==> src/sv/audio_trim_point_aligner_macros.svh <==
// Assertion macros shared by the trim point aligner modules.
// Expects signals named clk and rst_n in the scope where a macro is used.
`ifndef AUDIO_TRIM_POINT_ALIGNER_MACROS_SVH
`define AUDIO_TRIM_POINT_ALIGNER_MACROS_SVH
// same-cycle implication
`define ATPA_ASSERT_IMP(lbl, ante, cons, msg) \
  lbl: assert property (@(posedge clk) disable iff (!rst_n) (ante) |-> (cons)) \
    else $error(msg);
// next-cycle implication
`define ATPA_ASSERT_NXT(lbl, ante, cons, msg) \
  lbl: assert property (@(posedge clk) disable iff (!rst_n) (ante) |=> (cons)) \
    else $error(msg);
`endif

==> src/sv/atpa_pkg.sv <==
// Package for the audio trim point aligner: constants, codes, command and
// status structs and the 24-bit saturation helper. No dependencies.
`default_nettype none
package atpa_pkg;

  // field and divider widths
  localparam int DIV_W      = 42;
  localparam int DSR_W      = 23;
  localparam int DIV_STEPS  = 3;

  // arithmetic constants
  localparam int FRAME_DIV   = 4800;
  localparam int NTSC_MUL    = 1001;
  localparam int PAL_MUL     = 24;
  localparam int TICKS_NTSC  = 3003;
  localparam int TICKS_PAL   = 3600;
  localparam int TICKS_FRAME = 150;
  localparam int SAT24       = 8388607;

  // trim kinds
  localparam logic [1:0] KIND_SEAMLESS = 2'd0;
  localparam logic [1:0] KIND_PADDED   = 2'd1;
  localparam logic [1:0] KIND_DISCRETE = 2'd2;
  localparam logic [1:0] KIND_NONE     = 2'd3;

  // shift modes; the spare code behaves as forward
  localparam logic [1:0] SHIFT_FWD   = 2'd0;
  localparam logic [1:0] SHIFT_BACK  = 2'd1;
  localparam logic [1:0] SHIFT_NEAR  = 2'd2;
  localparam logic [1:0] SHIFT_SPARE = 2'd3;

  // divider operand selects
  localparam logic [1:0] DSEL_UNIT  = 2'd0;
  localparam logic [1:0] DSEL_ROUND = 2'd1;
  localparam logic [1:0] DSEL_FRAME = 2'd2;
  localparam logic [1:0] DSEL_VIDEO = 2'd3;

  typedef struct packed {
    logic       capture;
    logic       div_start;
    logic [1:0] div_sel;
    logic       unit_upd;
    logic       prep_upd;
    logic       rnd_upd;
    logic       cry_upd;
    logic       pad_upd;
    logic       frm_upd;
    logic       vid_upd;
    logic       out_load;
  } atpa_cmd_t;

  typedef struct packed {
    logic new_title;
    logic div_done;
    logic out_free;
  } atpa_sts_t;

  // clamp to +/- 8388607
  function automatic logic signed [23:0] sat24(input logic signed [42:0] v);
    logic signed [23:0] r;
    if (v > 43'(SAT24)) begin
      r = 24'(SAT24);
    end else if (v < -43'(SAT24)) begin
      r = -24'(SAT24);
    end else begin
      r = v[23:0];
    end
    return r;
  endfunction

endpackage
`default_nettype wire

==> src/sv/atpa_div.sv <==
// Restoring divider, several quotient bits per cycle, registered results.
// Depends on atpa_pkg for the dividend and divisor widths.
`default_nettype none
module atpa_div #(
  parameter int STEPS = atpa_pkg::DIV_STEPS
) (
  input  wire logic                        clk,
  input  wire logic                        rst_n,
  input  wire logic                        start,
  input  wire logic [atpa_pkg::DIV_W-1:0]  dividend,
  input  wire logic [atpa_pkg::DSR_W-1:0]  divisor,
  output logic                             done,
  output logic [atpa_pkg::DIV_W-1:0]       quot,
  output logic [atpa_pkg::DSR_W-1:0]       rem
);

  localparam int DW    = atpa_pkg::DIV_W;
  localparam int RW    = atpa_pkg::DSR_W;
  localparam int ITERS = (DW + STEPS - 1) / STEPS;
  localparam int QW    = ITERS * STEPS;
  localparam int CW    = $clog2(ITERS + 1);

  logic [QW-1:0] q_r, q_nxt;
  logic [RW-1:0] rem_r, rem_nxt;
  logic [RW-1:0] dsr_r;
  logic [CW-1:0] cnt_r;
  logic          busy_r;
  logic          done_r;

  // STEPS restoring steps per cycle
  always_comb begin
    logic [RW:0] t;
    q_nxt   = q_r;
    rem_nxt = rem_r;
    t       = '0;
    for (int i = 0; i < STEPS; i++) begin
      t     = {rem_nxt, q_nxt[QW-1]};
      q_nxt = {q_nxt[QW-2:0], 1'b0};
      if (t >= {1'b0, dsr_r}) begin
        t        = t - {1'b0, dsr_r};
        q_nxt[0] = 1'b1;
      end
      rem_nxt = t[RW-1:0];
    end
  end

  // control
  always_ff @(posedge clk) begin
    if (!rst_n) begin
      busy_r <= 1'b0;
      done_r <= 1'b0;
      cnt_r  <= '0;
    end else begin
      done_r <= 1'b0;
      if (start) begin
        busy_r <= 1'b1;
        cnt_r  <= CW'(ITERS);
      end else if (busy_r) begin
        cnt_r <= cnt_r - 1'b1;
        if (cnt_r == CW'(1)) begin
          busy_r <= 1'b0;
          done_r <= 1'b1;
        end
      end
    end
  end

  // datapath
  always_ff @(posedge clk) begin
    if (start) begin
      q_r   <= QW'(dividend);
      rem_r <= '0;
      dsr_r <= divisor;
    end else if (busy_r) begin
      q_r   <= q_nxt;
      rem_r <= rem_nxt;
    end
  end

  assign done = done_r;
  assign quot = q_r[DW-1:0];
  assign rem  = rem_r;

endmodule
`default_nettype wire

==> src/sv/atpa_ctrl.sv <==
// Sequencing state machine for the trim point aligner.
// Depends on atpa_pkg (command/status structs, divider selects).
`default_nettype none
`include "audio_trim_point_aligner_macros.svh"
module atpa_ctrl (
  input  wire logic                clk,
  input  wire logic                rst_n,
  input  wire logic                in_valid,
  output logic                     in_ready,
  input  wire atpa_pkg::atpa_sts_t sts,
  output atpa_pkg::atpa_cmd_t      cmd
);

  localparam logic [4:0] S_IDLE   = 5'd0;
  localparam logic [4:0] S_CHK    = 5'd1;
  localparam logic [4:0] S_U_GO   = 5'd2;
  localparam logic [4:0] S_U_WAIT = 5'd3;
  localparam logic [4:0] S_U_SET  = 5'd4;
  localparam logic [4:0] S_PREP   = 5'd5;
  localparam logic [4:0] S_R_GO   = 5'd6;
  localparam logic [4:0] S_R_WAIT = 5'd7;
  localparam logic [4:0] S_R_SET  = 5'd8;
  localparam logic [4:0] S_C_SET  = 5'd9;
  localparam logic [4:0] S_P_SET  = 5'd10;
  localparam logic [4:0] S_F_GO   = 5'd11;
  localparam logic [4:0] S_F_WAIT = 5'd12;
  localparam logic [4:0] S_F_SET  = 5'd13;
  localparam logic [4:0] S_V_GO   = 5'd14;
  localparam logic [4:0] S_V_WAIT = 5'd15;
  localparam logic [4:0] S_V_SET  = 5'd16;
  localparam logic [4:0] S_FIN    = 5'd17;

  logic [4:0] state_r, state_nxt;

  // next state and commands
  always_comb begin
    cmd       = '0;
    state_nxt = state_r;
    in_ready  = (state_r == S_IDLE);
    case (state_r)
      S_IDLE: begin
        if (in_valid) begin
          cmd.capture = 1'b1;
          state_nxt   = S_CHK;
        end
      end
      S_CHK:    state_nxt = sts.new_title ? S_U_GO : S_PREP;
      S_U_GO: begin
        cmd.div_start = 1'b1;
        cmd.div_sel   = atpa_pkg::DSEL_UNIT;
        state_nxt     = S_U_WAIT;
      end
      S_U_WAIT: if (sts.div_done) state_nxt = S_U_SET;
      S_U_SET: begin
        cmd.unit_upd = 1'b1;
        state_nxt    = S_PREP;
      end
      S_PREP: begin
        cmd.prep_upd = 1'b1;
        state_nxt    = S_R_GO;
      end
      S_R_GO: begin
        cmd.div_start = 1'b1;
        cmd.div_sel   = atpa_pkg::DSEL_ROUND;
        state_nxt     = S_R_WAIT;
      end
      S_R_WAIT: if (sts.div_done) state_nxt = S_R_SET;
      S_R_SET: begin
        cmd.rnd_upd = 1'b1;
        state_nxt   = S_C_SET;
      end
      S_C_SET: begin
        cmd.cry_upd = 1'b1;
        state_nxt   = S_P_SET;
      end
      S_P_SET: begin
        cmd.pad_upd = 1'b1;
        state_nxt   = S_F_GO;
      end
      S_F_GO: begin
        cmd.div_start = 1'b1;
        cmd.div_sel   = atpa_pkg::DSEL_FRAME;
        state_nxt     = S_F_WAIT;
      end
      S_F_WAIT: if (sts.div_done) state_nxt = S_F_SET;
      S_F_SET: begin
        cmd.frm_upd = 1'b1;
        state_nxt   = S_V_GO;
      end
      S_V_GO: begin
        cmd.div_start = 1'b1;
        cmd.div_sel   = atpa_pkg::DSEL_VIDEO;
        state_nxt     = S_V_WAIT;
      end
      S_V_WAIT: if (sts.div_done) state_nxt = S_V_SET;
      S_V_SET: begin
        cmd.vid_upd = 1'b1;
        state_nxt   = S_FIN;
      end
      S_FIN: begin
        if (sts.out_free) begin
          cmd.out_load = 1'b1;
          state_nxt    = S_IDLE;
        end
      end
      default: state_nxt = S_IDLE;
    endcase
  end

  always_ff @(posedge clk) begin
    if (!rst_n) begin
      state_r <= S_IDLE;
    end else begin
      state_r <= state_nxt;
    end
  end

  `ATPA_ASSERT_NXT(a_load_returns_idle, cmd.out_load, state_r == S_IDLE, "no return to idle")
  `ATPA_ASSERT_NXT(a_div_not_instant, cmd.div_start, !sts.div_done, "divider done too early")
  `ATPA_ASSERT_NXT(a_capture_checks, cmd.capture, state_r == S_CHK && !in_ready, "bad accept")

endmodule
`default_nettype wire

==> src/sv/atpa_dp.sv <==
// Datapath of the trim point aligner: title state, carry, totals, output
// register and the shared divider. Depends on atpa_pkg and atpa_div.
`default_nettype none
`include "audio_trim_point_aligner_macros.svh"
module atpa_dp #(
  parameter int DIV_STEPS = atpa_pkg::DIV_STEPS
) (
  input  wire logic                clk,
  input  wire logic                rst_n,
  input  wire atpa_pkg::atpa_cmd_t cmd,
  output atpa_pkg::atpa_sts_t      sts,
  input  wire logic                cfg_valid,
  input  wire logic                cfg_data,
  input  wire logic [39:0]         in_audio_bytes,
  input  wire logic [7:0]          in_title_group,
  input  wire logic [17:0]         in_sample_rate,
  input  wire logic [3:0]          in_channel_count,
  input  wire logic [4:0]          in_sample_bits,
  input  wire logic [1:0]          in_trim_kind,
  input  wire logic [1:0]          in_shift_mode,
  input  wire logic                in_sequence_start,
  input  wire logic                in_sequence_end,
  output logic                     out_valid,
  input  wire logic                out_ready,
  output logic [22:0]              out_trim_unit,
  output logic signed [23:0]       out_trim_offset,
  output logic [40:0]              out_trim_length,
  output logic [33:0]              out_audio_frame_count,
  output logic [12:0]              out_audio_loss,
  output logic [31:0]              out_video_frame_count,
  output logic [11:0]              out_audio_gap,
  output logic signed [23:0]       out_audio_padding,
  output logic                     out_title_start,
  output logic                     out_appended,
  output logic [31:0]              out_title_frame_start,
  output logic [47:0]              out_total_audio_bytes
);

  localparam int DW = atpa_pkg::DIV_W;
  localparam int RW = atpa_pkg::DSR_W;

  // configuration and persistent state
  logic               ntsc_r;
  logic [8:0]         cur_title_r;
  logic signed [23:0] carry_r;
  logic [31:0]        tfc_r;
  logic [7:0]         ssu_r;
  logic [12:0]        afu_r;
  logic [22:0]        avu_r;
  logic [47:0]        total_r;
  logic               out_valid_r;

  // item registers
  logic [39:0]        abytes_r;
  logic [7:0]         group_r;
  logic [17:0]        rate_r;
  logic [8:0]         chbits_r;
  logic [1:0]         kind_r;
  logic [1:0]         shift_r;
  logic               sstart_r;
  logic               send_r;
  logic               tstart_r;

  // working registers
  logic [22:0]        unit_r;
  logic               disc_r;
  logic               app_r;
  logic signed [41:0] x_r;
  logic signed [23:0] offset_r;
  logic [40:0]        len_r;
  logic signed [23:0] pad_r;
  logic [33:0]        frames_r;
  logic [12:0]        loss_r;
  logic [31:0]        vfr_r;
  logic [11:0]        gap_r;

  // divider
  logic [DW-1:0] dvd;
  logic [RW-1:0] dsr;
  logic          div_done;
  logic [DW-1:0] div_quot;
  logic [RW-1:0] div_rem;

  logic [26:0]   prod27;
  logic [11:0]   vpt;
  logic [9:0]    av_mul;

  assign prod27 = {9'b0, rate_r} * {18'b0, chbits_r};
  assign vpt    = ntsc_r ? 12'(atpa_pkg::TICKS_NTSC) : 12'(atpa_pkg::TICKS_PAL);
  assign av_mul = ntsc_r ? 10'(atpa_pkg::NTSC_MUL) : 10'(atpa_pkg::PAL_MUL);

  // divider operand select
  always_comb begin
    case (cmd.div_sel)
      atpa_pkg::DSEL_UNIT: begin
        dvd = DW'(prod27);
        dsr = RW'(atpa_pkg::FRAME_DIV);
      end
      atpa_pkg::DSEL_ROUND: begin
        dvd = x_r[DW-1:0];
        dsr = unit_r;
      end
      atpa_pkg::DSEL_FRAME: begin
        dvd = {1'b0, len_r};
        dsr = {10'b0, afu_r};
      end
      atpa_pkg::DSEL_VIDEO: begin
        dvd = {8'b0, frames_r} * DW'(atpa_pkg::TICKS_FRAME);
        dsr = {11'b0, vpt};
      end
      default: begin
        dvd = DW'(prod27);
        dsr = RW'(atpa_pkg::FRAME_DIV);
      end
    endcase
  end

  atpa_div #(.STEPS(DIV_STEPS)) u_div (
    .clk      (clk),
    .rst_n    (rst_n),
    .start    (cmd.div_start),
    .dividend (dvd),
    .divisor  (dsr),
    .done     (div_done),
    .quot     (div_quot),
    .rem      (div_rem)
  );

  // rounding of the length up to the unit
  logic        xpos;
  logic [40:0] len_round;
  assign xpos = !x_r[41] && (x_r != '0);
  always_comb begin
    if (!xpos) begin
      len_round = '0;
    end else if (unit_r == '0 || div_rem == '0) begin
      len_round = x_r[40:0];
    end else begin
      len_round = x_r[40:0] + {18'b0, unit_r} - {18'b0, div_rem};
    end
  end

  // carry and optional backward shift
  logic signed [42:0] neg43;
  logic [25:0]        neg26;
  logic               shift_go;
  logic signed [25:0] carry_f;
  logic               len_shift;
  assign neg43 = $signed({2'b00, len_r}) - $signed({x_r[41], x_r});
  assign neg26 = neg43[25:0];
  assign shift_go = (shift_r == atpa_pkg::SHIFT_BACK) ||
                    ((shift_r == atpa_pkg::SHIFT_NEAR) && (neg26 > {4'b0, unit_r[22:1]}));
  always_comb begin
    len_shift = 1'b0;
    if (disc_r) begin
      carry_f = '0;
    end else if (len_r != {1'b0, abytes_r}) begin
      carry_f = -$signed(neg26);
      if (shift_go && (len_r >= {18'b0, unit_r})) begin
        len_shift = 1'b1;
        carry_f   = carry_f + $signed({3'b0, unit_r});
      end
    end else begin
      carry_f = {{2{carry_r[23]}}, carry_r};
    end
  end

  logic signed [42:0] pad43;
  assign pad43 = $signed({2'b00, len_r}) - $signed({x_r[41], x_r});

  // configuration register
  always_ff @(posedge clk) begin
    if (!rst_n) begin
      ntsc_r <= 1'b0;
    end else if (cfg_valid) begin
      ntsc_r <= cfg_data;
    end
  end

  // persistent state and output handshake
  always_ff @(posedge clk) begin
    if (!rst_n) begin
      cur_title_r <= 9'h100;
      carry_r     <= '0;
      tfc_r       <= '0;
      ssu_r       <= '0;
      afu_r       <= '0;
      avu_r       <= '0;
      total_r     <= '0;
      out_valid_r <= 1'b0;
      tstart_r    <= 1'b0;
    end else begin
      if (cmd.capture) begin
        tstart_r <= 1'b0;
      end
      if (cmd.unit_upd) begin
        ssu_r       <= 8'(chbits_r >> 2);
        afu_r       <= div_quot[12:0];
        avu_r       <= {10'b0, div_quot[12:0]} * {13'b0, av_mul};
        cur_title_r <= {1'b0, group_r};
        tfc_r       <= '0;
        carry_r     <= '0;
        tstart_r    <= 1'b1;
      end
      if (cmd.cry_upd) begin
        carry_r <= atpa_pkg::sat24({{17{carry_f[25]}}, carry_f});
      end
      if (cmd.frm_upd) begin
        total_r <= total_r + {7'b0, len_r} + {{24{pad_r[23]}}, pad_r};
      end
      if (cmd.out_load) begin
        tfc_r       <= tfc_r + vfr_r;
        out_valid_r <= 1'b1;
      end else if (out_ready) begin
        out_valid_r <= 1'b0;
      end
    end
  end

  // item and working registers
  always_ff @(posedge clk) begin
    if (cmd.capture) begin
      abytes_r <= in_audio_bytes;
      group_r  <= in_title_group;
      rate_r   <= in_sample_rate;
      chbits_r <= {5'b0, in_channel_count} * {4'b0, in_sample_bits};
      kind_r   <= in_trim_kind;
      shift_r  <= in_shift_mode;
      sstart_r <= in_sequence_start;
      send_r   <= in_sequence_end;
    end
    if (cmd.prep_upd) begin
      if (kind_r == atpa_pkg::KIND_NONE) begin
        unit_r <= {15'b0, ssu_r};
        disc_r <= 1'b1;
      end else if (kind_r == atpa_pkg::KIND_DISCRETE || send_r) begin
        unit_r <= {10'b0, afu_r};
        disc_r <= 1'b1;
      end else begin
        unit_r <= avu_r;
        disc_r <= 1'b0;
      end
      app_r    <= !sstart_r && !kind_r[1];
      x_r      <= $signed({2'b00, abytes_r}) + $signed({{18{carry_r[23]}}, carry_r});
      offset_r <= -carry_r;
    end
    if (cmd.rnd_upd) begin
      len_r <= len_round;
    end
    if (cmd.cry_upd && len_shift) begin
      len_r <= len_r - {18'b0, unit_r};
    end
    if (cmd.pad_upd) begin
      if (kind_r == atpa_pkg::KIND_SEAMLESS && !send_r) begin
        pad_r <= '0;
      end else begin
        pad_r <= atpa_pkg::sat24(pad43);
      end
    end
    if (cmd.frm_upd) begin
      frames_r <= (afu_r == '0) ? '0 : div_quot[33:0];
      loss_r   <= (afu_r == '0) ? '0 : div_rem[12:0];
    end
    if (cmd.vid_upd) begin
      vfr_r <= div_quot[31:0] + {31'b0, (div_rem != '0)};
      gap_r <= (div_rem == '0) ? '0 : vpt - div_rem[11:0];
    end
    if (cmd.out_load) begin
      out_trim_unit         <= unit_r;
      out_trim_offset       <= offset_r;
      out_trim_length       <= len_r;
      out_audio_frame_count <= frames_r;
      out_audio_loss        <= loss_r;
      out_video_frame_count <= vfr_r;
      out_audio_gap         <= gap_r;
      out_audio_padding     <= pad_r;
      out_title_start       <= tstart_r;
      out_appended          <= app_r;
      out_title_frame_start <= tfc_r;
      out_total_audio_bytes <= total_r;
    end
  end

  // status
  assign sts.new_title = ({1'b0, group_r} != cur_title_r);
  assign sts.div_done  = div_done;
  assign sts.out_free  = !out_valid_r || out_ready;
  assign out_valid     = out_valid_r;

  `ATPA_ASSERT_NXT(a_disc_clears_carry, cmd.cry_upd && disc_r, carry_r == '0, "carry kept")
  `ATPA_ASSERT_NXT(a_title_open, cmd.unit_upd, !cur_title_r[8] && tfc_r == '0, "title not open")
  `ATPA_ASSERT_NXT(a_loss_below_frame, cmd.frm_upd && afu_r != '0, loss_r < afu_r, "loss too big")

endmodule
`default_nettype wire

==> src/sv/audio_trim_point_aligner.sv <==
// Top level of the audio trim point aligner: controller plus datapath.
// Depends on atpa_pkg, atpa_ctrl, atpa_dp (which holds atpa_div).
//
//  channel | ports                      | direction
//  in      | in_valid/in_ready + fields | item in
//  out     | out_valid/out_ready+fields | result out
//  cfg     | cfg_valid/cfg_ready/data   | tv system write
//
// One item at a time. Each item takes three runs of the shared iterative
// divider, and one more when the title group changes; these divider runs
// set how long an item takes.
// Reset is synchronous; state returns to "no title", totals cleared.
// The next item is taken while a result waits in the output register; a
// stalled output only holds the sequencer in its final step.
`default_nettype none
module audio_trim_point_aligner #(
  parameter int DIV_STEPS = atpa_pkg::DIV_STEPS
) (
  input  wire logic          clk,
  input  wire logic          rst_n,
  input  wire logic          cfg_valid,
  output logic               cfg_ready,
  input  wire logic          cfg_data,
  input  wire logic          in_valid,
  output logic               in_ready,
  input  wire logic [39:0]   in_audio_bytes,
  input  wire logic [7:0]    in_title_group,
  input  wire logic [17:0]   in_sample_rate,
  input  wire logic [3:0]    in_channel_count,
  input  wire logic [4:0]    in_sample_bits,
  input  wire logic [1:0]    in_trim_kind,
  input  wire logic [1:0]    in_shift_mode,
  input  wire logic          in_sequence_start,
  input  wire logic          in_sequence_end,
  output logic               out_valid,
  input  wire logic          out_ready,
  output logic [22:0]        out_trim_unit,
  output logic signed [23:0] out_trim_offset,
  output logic [40:0]        out_trim_length,
  output logic [33:0]        out_audio_frame_count,
  output logic [12:0]        out_audio_loss,
  output logic [31:0]        out_video_frame_count,
  output logic [11:0]        out_audio_gap,
  output logic signed [23:0] out_audio_padding,
  output logic               out_title_start,
  output logic               out_appended,
  output logic [31:0]        out_title_frame_start,
  output logic [47:0]        out_total_audio_bytes
);

  atpa_pkg::atpa_cmd_t cmd;
  atpa_pkg::atpa_sts_t sts;

  // register write is always taken
  assign cfg_ready = 1'b1;

  atpa_ctrl u_ctrl (
    .clk      (clk),
    .rst_n    (rst_n),
    .in_valid (in_valid),
    .in_ready (in_ready),
    .sts      (sts),
    .cmd      (cmd)
  );

  atpa_dp #(.DIV_STEPS(DIV_STEPS)) u_dp (
    .clk                   (clk),
    .rst_n                 (rst_n),
    .cmd                   (cmd),
    .sts                   (sts),
    .cfg_valid             (cfg_valid),
    .cfg_data              (cfg_data),
    .in_audio_bytes        (in_audio_bytes),
    .in_title_group        (in_title_group),
    .in_sample_rate        (in_sample_rate),
    .in_channel_count      (in_channel_count),
    .in_sample_bits        (in_sample_bits),
    .in_trim_kind          (in_trim_kind),
    .in_shift_mode         (in_shift_mode),
    .in_sequence_start     (in_sequence_start),
    .in_sequence_end       (in_sequence_end),
    .out_valid             (out_valid),
    .out_ready             (out_ready),
    .out_trim_unit         (out_trim_unit),
    .out_trim_offset       (out_trim_offset),
    .out_trim_length       (out_trim_length),
    .out_audio_frame_count (out_audio_frame_count),
    .out_audio_loss        (out_audio_loss),
    .out_video_frame_count (out_video_frame_count),
    .out_audio_gap         (out_audio_gap),
    .out_audio_padding     (out_audio_padding),
    .out_title_start       (out_title_start),
    .out_appended          (out_appended),
    .out_title_frame_start (out_title_frame_start),
    .out_total_audio_bytes (out_total_audio_bytes)
  );

endmodule
`default_nettype wire
==> config.mk <==
export PLATFORM = sky130hd
export DESIGN_NAME = audio_trim_point_aligner
export DESIGN_NICKNAME = d
export VERILOG_FILES = /design/src/sv/atpa_pkg.sv /design/src/sv/atpa_div.sv /design/src/sv/atpa_ctrl.sv /design/src/sv/atpa_dp.sv /design/src/sv/audio_trim_point_aligner.sv
export VERILOG_INCLUDE_DIRS = /design/src /design/src/sv
export SDC_FILE = /design/constraint.sdc
export NUM_CORES = 2
export LEC_CHECK = 0
export ABC_AREA = 1
export BUFFER_PORTS_ARGS = -buffer_cell sky130_fd_sc_hd__buf_4
export CELL_PAD_IN_SITES_DETAIL_PLACEMENT = 0
export CELL_PAD_IN_SITES_GLOBAL_PLACEMENT = 1
export CORE_ASPECT_RATIO = 0.6
export CORE_MARGIN = 4
export CORE_UTILIZATION = 40
export DETAILED_ROUTE_END_ITERATION = 16
export PLACE_DENSITY_LB_ADDON = 0.1
export SETUP_SLACK_MARGIN = 0.05
export SLEW_MARGIN = 15
export SYNTH_ARGS = -nofsm -noshare
export SYNTH_HDL_FRONTEND = slang
export SYNTH_SLANG_ARGS = --single-unit
==> constraint.sdc <==
create_clock -name clk -period 24.8 [get_ports clk]
set_clock_uncertainty 0.2 [all_clocks]
set_input_delay 1.24 -clock clk [delete_from_list [all_inputs] [get_ports clk]]
set_output_delay 1.24 -clock clk [all_outputs]
set_load 0.05 [all_outputs]
== After elaboration in Yosys (flattened, before gate mapping) ==
Index checks and enable logic that the tools add are counted.
Widths: inputs -> output; s select.
Storage, ports and cells
  bits in registers: 871
  latch bits: 0
  memory bits (writable): 0
  ROM bits: 0
  output and inout bits: 288
  logic and storage cells: 215
  memories: 0
Operators by class
  add/subtract/negate cells: 17
  $mul: 4
  div/mod/pow operators: 0
  magnitude comparators: 9
  eq/ne operators: 33
  shifts and indexed selects: 0
  mux-type cells: 63
  bitwise gates (word level): 2
  reduce and logical (&&, ||, !) cells: 34
Operators with widths (count)
  $pmux 42 s4: 1
  $mux 41: 4
  $mux 24: 5
  $mux 23: 4
  $pmux 23 s4: 1
  $pmux 5 s18: 1
  $mux 42: 2
  $sub 41x23->41: 2
  $mux 26: 3
  $ge 24x23->1: 3
  $sub 23x23->23: 3
  $mux 32: 2
  $add 48x41->48: 1
  $add 48x48->48: 1
  $logic_not 23->1: 2
  $gt 43x24->1 const B: 1
  $lt 43x24->1 const B: 1
  $sub 42x42->43: 1
  $add 41x24->42: 1
  $reduce_bool 42->1: 1
  $add 41x23->41: 1
  $ge 41x23->1: 1
  $mul 34x7->41 const B: 1
  $ne 41x40->1: 1
  45 further kinds: 118

== Logic depth before layout (Yosys ltp) ==
  depth in word-level cells: 12
  gate-level depth with buffers: 55

== By module ==
A second synthesis with hierarchy kept.
Unflattened totals
  cell total of the unflattened synthesis: 8482
  area total of the unflattened synthesis: 69226.4 um^2
Modules (own cells, without submodules)
  atpa_dp: instances 1, cells each 7003, area an instance 59734.8 um^2, seq. area each 21590.7 um^2
  atpa_div: instances 1, cells each 1380, area an instance 8942.3 um^2, seq. area each 2532.4 um^2
  atpa_ctrl: instances 1, cells each 97, area an instance 538.0 um^2, seq. area each 100.1 um^2
  audio_trim_point_aligner: instances 1, cells each 2, area an instance 11.3 um^2, seq. area each 0.0 um^2

== Worst setup path before layout ==
No wires, ideal clock.
  kind: input port to flip-flop
  start point: in out_ready
  end point: reg u_dp.out_appended (enable)
  library setup time: 0.761 ns
  arrival time: 9.396 ns
  data required time: 23.839 ns
  path slack: 14.444 ns
  stages: 3
  buffers on the path: 1
  cells stage by stage: nor2_1 nor2_1 clkbuf_1
RTL lines
  from (decl): line audio_trim_point_aligner.sv:36  | input wire logic out_ready,
  to (signal assigned): line atpa_dp.sv:278  | out_appended <= app_r;
  to (decl): line atpa_dp.sv:34  | output logic out_appended,

== Worst setup path after layout ==
  start point: reg u_dp.u_div.q_r[41] (netlist: u_dp.u_div.quot[41])
  end point: reg u_dp.u_div.rem_r[0] (netlist: u_dp.u_div.rem[0])
Between the ends
  cells in the longest elaborated chain, start to end: 6
Ends and longest elaborated chain
  from (decl): line atpa_div.sv:23  | logic [QW-1:0] q_r, q_nxt;
  from (signal assigned): line atpa_div.sv:71  | q_r <= QW'(dividend);
  from (signal assigned): line atpa_div.sv:75  | q_r <= q_nxt;
  $sub 23x23->23 / $ge 24x23->1 (equally long branches): line atpa_div.sv:40, atpa_div.sv:39
  $mux 23 (*): line atpa_div.sv:39  | if (t >= {1'b0, dsr_r}) begin
  $sub 23x23->23 / $ge 24x23->1 (equally long branches): line atpa_div.sv:40, atpa_div.sv:39
  $mux 23 (*): line atpa_div.sv:39
  $ge 24x23->1 (*): line atpa_div.sv:39
  $mux 23 (*): line atpa_div.sv:39
  to (signal assigned): line atpa_div.sv:76  | rem_r <= rem_nxt;
  to (decl): line atpa_div.sv:24  | logic [RW-1:0] rem_r, rem_nxt;
Mark *: on every way between the ends. The rest lies on a longest branch, timed or not.
A chain may end at the register's enable or synchronous reset.

==> qor.yml <==
outcome: "complete, no violations"
hold_viol_final: 0
cts_tree: "built"
postRouteAntennaNets: 0
final_layout_size_suffix_gt1_frac: 0.0929
synthesis.area_um2: 67600
grt_overflow_total: 0
use_met2: 0.411
place.gp.congestion: 0.974
fp.dieH_um: 327
cts_hold_buf: 0
worst_setup_path_end_kind: "flop"
synthFlopType: "edfxtp_1"
max_cap_viol_count: 0
avgSynthCellArea_um2: 8.42
coreArea_um2: 167000
layout_min_cycle_time_ns: 10.46
synth_fp_nets: 9039
wire_per_inst_um: 26.0
root_buffer: "clkbuf_16"
avgViaCountPerCell: 5.49
slowest_stage: "a21boi_1"
crit_path_max_incr_delay_ns: 0.70
ios: 375
rsz0062_at_grt: "no"
stdcell_area_um2: 76800
vias: 59100
placed_area_um2: 73400
crit_path_frequent_cell: "nand2_1"
antenna_found_initial: 14
clk_path_buf_depth: 3
r2r_start: "u_dp.u_div.quot[41]$_DFFE_PP_"
drc_errors: 0
critical_path_buf_inv_count: 6
cp.arrival_ns: 10.88
ff2ff_path_depth: 45
fin_util: 0.459
final_cell_mix: "nand2_1, inv_1, edfxtp_1"
ys_seq_elements: 871
die_w_um: 539
critPathMaxFanout: 27
worstHoldPathCells: 0
final_nets: 9439
critPathLaunchType: "flop"
synth.distinct_cells: 68
setup_viol: 0
slew_headroom: 0.104
cts-resized-gates: 0
final_common_cell: "nand2_1"
drt_first_pass_iters: 6
crit_required_ns: 25.22
max_freq_mhz: 95.6
syn2layout_area_growth_pct: 13.5
min_to: "u_dp.out_audio_loss[8]$_DFFE_PP_"
dp_hpwl_um: 225000
hp-class: "flop to flop"
crit_type: "flop to flop"
reg2reg_slack_ns: 14.34
top_usage_layer: "met1"
grt_pass1_wl_um: 399000
port_buffers: 373
clock_latency_ns: 0.74
num_rows: 116
worst_hold_startpoint: "u_dp.loss_r[8]$_SDFFCE_PN0P_"
path_clk_slew_ns: 0.08
tightest_slew_ns: 1.31
yosys_warnings: 0
grtUsageMet1: 0.495
groute.layer.met3.usage: 0.0773
ys_async_sr_fraction: 0
numClockSinks: 871
first_global_vias: 54400
synth-edff-count: 678
reg2reg_to: "u_dp.u_div.rem[0]$_SDFFE_PN0P_"
tns_ns: 0
drt-initial-drc-count: 6749
dieArea_um2: 176000
fin_crit_sh: 0.422
cts_buffers: 94
syn-instance-count: 8035
grt_max_degree: 117
cts_max_level: 3
finalMaxSlewViolations: 0
start_util: 0.404
postCtsSetupBuffers: 0
critPathTopFamily: "simple AND/OR/NAND/NOR gates"
grt_util_all_layers: 0.310
ys_seq_area_frac: 0.358
routed_wirelength_um: 280000
==> per-stage QoR <==
stage,setup WS (ns),instances,hold slack (ns)
3_5_place_dp,14.57,10600,0.205
6_report,14.34,10800,0.217
2_1_floorplan,14.44,8035,0.200
5_1_grt,13.43,10800,0.226
3_3_place_gp,14.37,10600,0.202
4_1_cts,14.52,10800,0.220
==> flip-flops by register name, indices dropped and copies added, names as in the netlist, 24 cells and up <==
name                        flops
u_dp.offset_r                  24
u_dp.out_trim_length           41
u_dp.carry_r                   24
u_dp.total_r                   48
u_dp.out_total_audio_bytes     48
u_dp.out_audio_frame_count     34
u_dp.out_trim_offset           24
u_dp.pad_r                     24
u_dp.vfr_r                     32
u_dp.out_title_frame_start     32
u_dp.x_r                       42
u_dp.abytes_r                  40
u_dp.u_div.quot                42
u_dp.out_audio_padding         24
u_dp.frames_r                  34
u_dp.len_r                     41
u_dp.out_video_frame_count     32
u_dp.tfc_r                     32
==> how the worst max path moves through the flow <==
stage                                        from                             end  cells after the start
floorplan                               out_ready     u_dp.out_appended$_DFFE_PP_                      3
global placement    u_dp.u_div.dsr_r[1]$_DFFE_PN_  u_dp.u_div.rem[6]$_SDFFE_PN0P_                     46
detailed placement  u_dp.u_div.quot[41]$_DFFE_PP_  u_dp.u_div.rem[0]$_SDFFE_PN0P_                     47
CTS                 u_dp.u_div.dsr_r[1]$_DFFE_PN_  u_dp.u_div.rem[0]$_SDFFE_PN0P_                     45
global route        u_dp.u_div.quot[41]$_DFFE_PP_  u_dp.u_div.rem[0]$_SDFFE_PN0P_                     45
finish              u_dp.u_div.quot[41]$_DFFE_PP_  u_dp.u_div.rem[0]$_SDFFE_PN0P_                     45
==> area by class of cell <==
cell class | instances | area (um2)
timing repair buffer | 485 | 3660
antenna | 6 | 15.0
sequential | 871 | 24200
multi-input combinational | 5572 | 37400
clock buffer | 118 | 2580
tap | 2242 | 2810
inverter | 1411 | 5300
fill | 16600 | 90600
clock inverter | 60 | 738
==> cells in the mapped netlist, types with 12 or more instances <==
master	n	area, um2
a211oi_1	26	195
a21boi_0	23	173
a21o_1	16	120
a21oi_1	662	3310
a21oi_2	16	140
a31oi_1	46	288
buf_1	17	63.8
buf_2	15	75.1
clkbuf_1	136	510
dfxtp_1	193	3860
edfxtp_1	678	20400
fa_1	314	6290
ha_1	603	7540
inv_1	1395	5240
inv_2	14	52.6
nand2_1	1444	5420
nand2_2	16	100
nand3_1	262	1310
nand3_2	12	120
nand3b_1	39	293
nand4_1	105	657
nor2_1	652	2450
nor2_2	17	106
nor3_1	65	325
nor4_1	47	294
o2111ai_1	18	158
o211ai_1	53	398
o21a_1	24	180
o21ai_0	508	2540
o21ai_1	46	230
o21bai_1	22	165
o221ai_1	34	298
o22ai_1	31	194
or2_2	32	200
xnor2_1	122	1070
xor2_1	232	2030
==> kinds of logic (layout without fill, tap and decap cells) <==
family	after synthesis	after routing	synth area share
other	2	8	0.000111
AOI/OAI and AO/OA	1572	1572	0.130
buffers and inverters	1592	2074	0.0897
muxes	3	3	0.000444
DFF	871	871	0.358
and+or+nand+nor	2723	2723	0.171
xor gates and xnor gates	355	355	0.0461
adders and majority gates	917	917	0.204
==> layer usage <==
| metal | share of wire | vias to the layer above |
|---|---|---|
| met5 | 0 | - |
| met4 | 0.023 | 0 |
| met3 | 0.094 | 277 |
| met2 | 0.38 | 2537 |
| met1 | 0.50 | 28800 |
| li1 | - | 27500 |
Power is not shown: default switching activity piles up to over one toggle a cycle in this logic, so the estimate is an artifact.
